## src/hdl/bpa_pkg.sv

```systemverilog
// Shared constants, codes and types of the bitmap page allocator.
`default_nettype none

package bpa_pkg;

   localparam int PAGE_SLOTS_DEF = 32768;
   localparam int PAGE_BYTES_DEF = 4096;

   // Bitmap and summary memories are built from words of this many bits
   localparam int WORD_BITS = 64;
   localparam int WORD_AW   = 6;

   localparam int CSR_AW = 2;

   typedef enum logic [CSR_AW-1:0] {
      CSR_PAGE_COUNT  = 2'd0,
      CSR_REGION_BASE = 2'd1,
      CSR_MAP_OFFSET  = 2'd2
   } csr_index_type;

   typedef enum logic {
      OP_ALLOC = 1'b0,
      OP_FREE  = 1'b1
   } op_type;

   typedef enum logic [1:0] {
      STAT_OK           = 2'd0,
      STAT_NO_FREE      = 2'd1,
      STAT_RANGE        = 2'd2,
      STAT_ALREADY_FREE = 2'd3
   } status_type;

   typedef enum logic [3:0] {
      S_CLEAR,
      S_IDLE,
      S_A_SUM,
      S_A_MAP,
      S_A_ADDR,
      S_F_SUB,
      S_F_CHK,
      S_F_RD,
      S_F_UPD,
      S_RESP
   } state_type;

endpackage

`default_nettype wire

```

## src/hdl/bpa_first_zero.sv

```systemverilog
// Lowest-clear-bit finder used on the top vector, summary words and bitmap words.
`default_nettype none

module bpa_first_zero #(
   parameter int WIDTH = bpa_pkg::WORD_BITS,
   parameter int IW    = (WIDTH > 1) ? $clog2(WIDTH) : 1
) (
   input  wire logic [WIDTH-1:0] word,
   output logic                  found,
   output logic [IW-1:0]         index
);

   logic [WIDTH-1:0] clear_bits;
   logic [WIDTH-1:0] lowest;

   // Isolate the lowest clear bit as a one-hot vector
   assign clear_bits = ~word;
   assign lowest     = clear_bits & (~clear_bits + WIDTH'(1));
   assign found      = |clear_bits;

   // Encode: index bit j is the OR of every one-hot position whose bit j is set
   always_comb begin
      index = '0;
      for (int j = 0; j < IW; j++) begin
         for (int i = 0; i < WIDTH; i++) begin
            if (((i >> j) & 1) == 1) begin
               index[j] = index[j] | lowest[i];
            end
         end
      end
   end

endmodule

`default_nettype wire

```

## config.mk

```make
export PLATFORM = sky130hd
export DESIGN_NAME = bpa_first_zero
export DESIGN_NICKNAME = d
export VERILOG_FILES = /design/src/hdl/bpa_pkg.sv /design/src/hdl/bpa_first_zero.sv
export SDC_FILE = /design/constraint.sdc
export NUM_CORES = 1
export LEC_CHECK = 0
export BUFFER_PORTS_ARGS = -buffer_cell sky130_fd_sc_hd__buf_2
export CORE_ASPECT_RATIO = 0.9
export CORE_MARGIN = 3
export CORE_UTILIZATION = 45
export DETAILED_ROUTE_END_ITERATION = 8
export GPL_TIMING_DRIVEN = 0
export MAX_ROUTING_LAYER = met4
export PLACE_DENSITY = 0.8
export SYNTH_ARGS = -nofsm -noshare
export SYNTH_HDL_FRONTEND = slang
export SYNTH_SLANG_ARGS = --single-unit
```

## constraint.sdc

```tcl
create_clock -name vclk -period 2.43
set_clock_uncertainty 0.05 [all_clocks]
set_input_delay 0.243 -clock vclk [all_inputs]
set_output_delay 0.243 -clock vclk [all_outputs]
set_load 0.1 [all_outputs]
```

==> results of run 1 <==
## synthesized netlist by cell type (2+ instances only)
master	n	area [sq um]
a41oi_1	5	43.8
nor2_1	23	86.3
nor2b_1	2	12.5
or3_1	2	12.5
nor4_4	2	42.5
o41ai_1	2	17.5
o221ai_1	2	17.5
a211oi_1	5	37.5
nand4b_1	5	43.8
nor3_1	10	50.1
o211ai_1	2	15.0
nand2b_1	8	50.1
nand3_1	24	120
o21ai_0	23	115
and3_1	2	12.5
a21boi_0	3	22.5
nor4_1	8	50.1
a2111oi_0	2	17.5
nand4_1	22	138
inv_1	14	52.6
o31ai_1	2	15.0
a31oi_1	5	31.3
nand2_1	36	135
o22ai_1	2	12.5
a21oi_1	11	55.1
nand3_2	2	20.0
## critical path: stages
cell and delay (ns):
buf_2 0.12, nand4_1 0.10, buf_4 0.18, nor4_4 0.35, buf_4 0.18, nand4_1 0.12
o22ai_1 0.25, nor4_1 0.12, nand4_1 0.13, buf_4 0.30
## per-stage QoR
step,utilization,instances
2_1_floorplan,-,236
3_3_place_gp,0.621,345
3_5_place_dp,0.621,345
4_1_cts,0.640,348
5_1_grt,0.658,351
6_report,0.658,351
## logic make-up after synthesis
group / share of synthesized area
AO/OA/AOI/OAI: 0.320
buffers and inverters: 0.0546
AND/OR/NAND/NOR: 0.626
## per-layer routing
layer	wire, um	part of all wire	vias to the layer above
met2	2230	0.45	116
li1	-	-	1079
met1	2200	0.44	1001
met3	546	0.11	4
met5	0	0	-
met4	17	0.0034	0
## worst max path at each step
stage / to / cells after the start / from
6_report: index[4] / 10 / word[37]
5_1_grt: index[2] / 8 / word[29]
4_1_cts: index[2] / 8 / word[37]
3_5_place_dp: index[2] / 8 / word[4]
3_3_place_gp: index[2] / 8 / word[4]
2_1_floorplan: index[4] / 6 / word[40]
## area by class of cell
type               instances  area (sq um)  area share
plain buffers              3          20.0      0.0109
inverters                 14          52.6      0.0286
multi-input cells        219          1300       0.707
well taps                 40          50.0      0.0272
repair buffers            75           415       0.226
## what timing repair did
item | 4_1_cts | 5_1_grt
hold buffers | 0 | 0
pin swaps | 2 | 2
gates resized for setup | 8 | 8
buffers inserted | 3 | 3
endpoints found under the setup margin | 7 | 7
hold endpoints to repair | 0 | 0
cloned | 0 | 0
## power breakdown
| part | leakage [nW] | switching [mW] | internal (mW) |
|---|---|---|---|
| registers | 0 | 0 | 0 |
| logic | 0.750 | 0.132 | 0.0753 |
| clock network | 0 | 0 | 0 |
==> results.md, run 1 <==
* Status: finished clean
* Antenna violations before repair at 0
* Worst Hold Path EP: found
* Most common cell after layout, fill and taps aside: buf_2
* GRT Total Usage at 0.260
* Setup_tns at 0 ns
* RD Place Congestion at 1.03
* Required time of the critical path at 2.14 ns
* CP Data Arrival Time at 2.08 ns
* HPWL Detailed at 4090 um
* Slew @ Worst Pin at 0.484 ns
* Synthesized area at 0.00133 sq mm
* Final hold vios at 0
* Core region area at 0.00279 sq mm
* Largest net degree at the start of global routing at 11
* Final Setup Violations at 0
* DP Area at ~0.0017 sq mm
* Sequential cell area at 0 sq um
* P&R area growth vs syn at 38.2%
* Port Buffers at 69
* Diode count at 0
* Die W at around 63 um
* Post-Syn Nets at 300
* Gate Count Post-Synth at approximately 240
* PnR worst setup slack at 0.0557 ns
* Finished Cell Area at approximately 0.0018 sq mm
* RSZ-0062 raised after global routing: yes
* Max-Cap Viols at 0
* Yosys warnings at 0
* Drt wl/cell at 14.2 um
* Crit-path max FO at 7
* Via count at 2,200
* Unique masters post-synth at 38
* Share of cells above drive strength 1 at 0.289
* Drt via density at around 6.3
* Hold_sp: word[62]
* Global-route wire length before repair at 7800 um
* Maximum VDD drop at roughly 62 uV
* Pwr dens at 113 mW/mm^2
* Leakage at 0.750 nW
* Minimum clock period at 2.37 ns
* Gr ovfl total at 0
* Starting Density at 0.476
* 1st-iter DRT viols at between 150 and 200
* TritonRoute pass-1 iters at 5
* Slew HR at 0.674
* Layout clock buffer count at 0
* Height of the die at 57.6 um
* Fin nets at roughly 380
* Total wire length at around 5000 um
* Grt peak-use layer: met2
* Most frequent cells in the layout: 63 x buf_2, 36 x nand2_1, 23 x nor2_1, 23 x o21ai_0, 22 x nand4_1
* FFs & Latches at 0
* Fin Hold WS at about 1.0 ns
* Slew Viols, Final at 0
* Avg Cell Area, Syn at 5.64 sq um
* Post-place setup slack at -0.315 ns
* Post-layout power at about 0.21 mW
* Final cycle utilization of the critical path at 0.977
* Met3 Use GR at 0.0492
* Post-synthesis sequential area ratio at 0
* Crit. End Element: output port
* I/O pin count at 71
* Fillers at 270
* Post-route ant nets at 0
* Grt met1 use at 0.379
* Row cnt at 18
* Fmax at ~420 MHz
* Class of the most critical setup path: in -> out
* WHS Path Cells at 4
* Die ar. at 0.00364 sq mm
* Met2 usage at 0.389
* Hold Crit Class: in -> out
* Residual DRC at 0
* Startpoint class of the critical path: primary input
* Vias in the first global route at roughly 1,800
No activity file was read; power rests on OpenSTA's default activity.
==> run 2, diff against run 1 <==
--- a/config.mk
+++ b/config.mk
@@ -5,14 +5,14 @@
 export SDC_FILE = /design/constraint.sdc
 export NUM_CORES = 1
 export LEC_CHECK = 0
-export BUFFER_PORTS_ARGS = -buffer_cell sky130_fd_sc_hd__buf_2
 export CORE_ASPECT_RATIO = 0.9
 export CORE_MARGIN = 3
 export CORE_UTILIZATION = 45
 export DETAILED_ROUTE_END_ITERATION = 8
+export DONT_BUFFER_PORTS = 1
 export GPL_TIMING_DRIVEN = 0
 export MAX_ROUTING_LAYER = met4
-export PLACE_DENSITY = 0.8
+export PLACE_DENSITY = 0.66
 export SYNTH_ARGS = -nofsm -noshare
 export SYNTH_HDL_FRONTEND = slang
 export SYNTH_SLANG_ARGS = --single-unit
==> results.md, run 2 (synthesis gave the netlist of run 1 again) <==
* Status: complete, but fails checks
* Failing checks: setup timing
* P&R area growth vs syn at 24.4%
* 1st-iter DRT viols at 181
* Diode count at 0
* Share of cells above drive strength 1 at 0.182
* PnR worst setup slack at -0.105 ns
* Maximum VDD drop at 33.1 uV
* CP Data Arrival Time at 2.24 ns
* GRT Total Usage at 0.278
* Sequential cell area at 0 sq um
* FFs & Latches at 0
* Non-filler cells in the finished layout at about 290
* TritonRoute pass-1 iters at 5
* Minimum clock period at 2.53 ns
* Largest net degree at the start of global routing at 11
* Layout clock buffer count at 0
* Height of the die at ~58 um
* Final Setup Violations at 5
* Via count at between 1,500 and 2,000
* Most frequent cells in the layout: 35 x nand2_1, 23 x nor2_1, 23 x o21ai_0
* Slew HR at 0.167
* Crit-path max FO at 10
* Most common cell after layout, fill and taps aside: nand2_1
* Row cnt at 18
* Residual DRC at 0
* Dpl cells at 276
* Crit. End Element: output port
* Antenna violations before repair at 0
* Fmax at about 390 MHz
* Startpoint class of the critical path: primary input
* Global-route wire length before repair at around 8200 um
* Class of the most critical setup path: in -> out
* Fin Hold WS at roughly 0.80 ns
* DP Area at 0.00139 sq mm
* Die W at 63.3 um
* Drt wl/cell at roughly 18 um
* Drt via density at 6.86
* Total wire length at a little over 5000 um
* Leakage at 0.506 nW
* Finished Cell Area at 0.00165 sq mm
* Post-route ant nets at 0
* Final cycle utilization of the critical path at 1.04
* Die ar. at 0.00364 sq mm
* Layout Utilization at 0.592
* Port Buffers at 0
* HPWL Detailed at 3870 um
* Starting Density at 0.476
* RD Place Congestion at ~0.94
* Vias in the first global route at 1,809
* Required time of the critical path at 2.14 ns
* RSZ-0062 raised after global routing: yes
* Fin nets at 313
* Hold Crit Class: in -> out
* Slew @ Worst Pin at 1.25 ns
* Slew Viols, Final at 0
* Max-Cap Viols at 0
* Pwr dens at between 70 and 80 mW/mm^2
* I/O pin count at 71
* Final hold vios at 0
* Gr ovfl total at 0
* Core region area at between 0.002 and 0.003 sq mm
-- run 2: changes by cell type in the layout (fill, tap and decap cells not counted), sizes merged --
cell,change
buf,-65
clkbuf,+1
-- run 2: worst paths after layout --
path	slack [ns]	start	endpoint	cells after the start
min	0.80	word[59]	found	2
max	-0.10	word[45]	index[4]	6
-- run 2: critical path, stage by stage --
cell,delay (ns)
clkbuf_4,0.18
nand2_2,0.09
nor3_4,0.29
nand4_1,0.19
or3_4,0.43
nand4_1,0.83
-- run 2: layout make-up --
cell class,instances,area [sq um]
multi-input combinational,219,1450
fill,309,1140
timing repair buffer,11,80.1
inverter,14,52.6
tap,40,50.0
buffer,3,26.3
-- run 2: timing repair --
action,CTS,global route
cloned,1,0
hold endpoints to repair,0,0
setup buffers,9,1
gates resized for setup,21,13
hold buffers,0,0
endpoints found under the setup margin,5,5
pin swaps,13,11
-- run 2: per-stage QoR --
stage / total power [mW] / worst slack, ns / setup TNS (ns)
finish: 0.119 / -0.105 / -0.355
global route: 0.130 / -0.152 / -0.460
floorplan: 0.0895 / -0.0174 / -0.0292
detailed placement: 0.103 / -0.324 / -1.38
CTS: 0.112 / -0.0686 / -0.182
global placement: 0.102 / -0.328 / -1.33
-- run 2: power by group --
part	total [mW]	switching [mW]	leakage (nW)	internal (mW)
combinational	0.119	0.0752	0.506	0.0437
clock	0	0	0	0
sequential	0	0	0	0
total	0.119	0.0752	0.506	0.0437
-- run 2: metal layers --
| metal | up-vias | wire (um) | GRT usage |
|---|---|---|---|
| met5 | - | 0 | - |
| met4 | 0 | 0 | 0.00615 |
| met3 | 0 | 483 | 0.0492 |
| met2 | 111 | 2300 | 0.432 |
| met1 | 907 | 2270 | 0.398 |
| li1 | 952 | - | - |
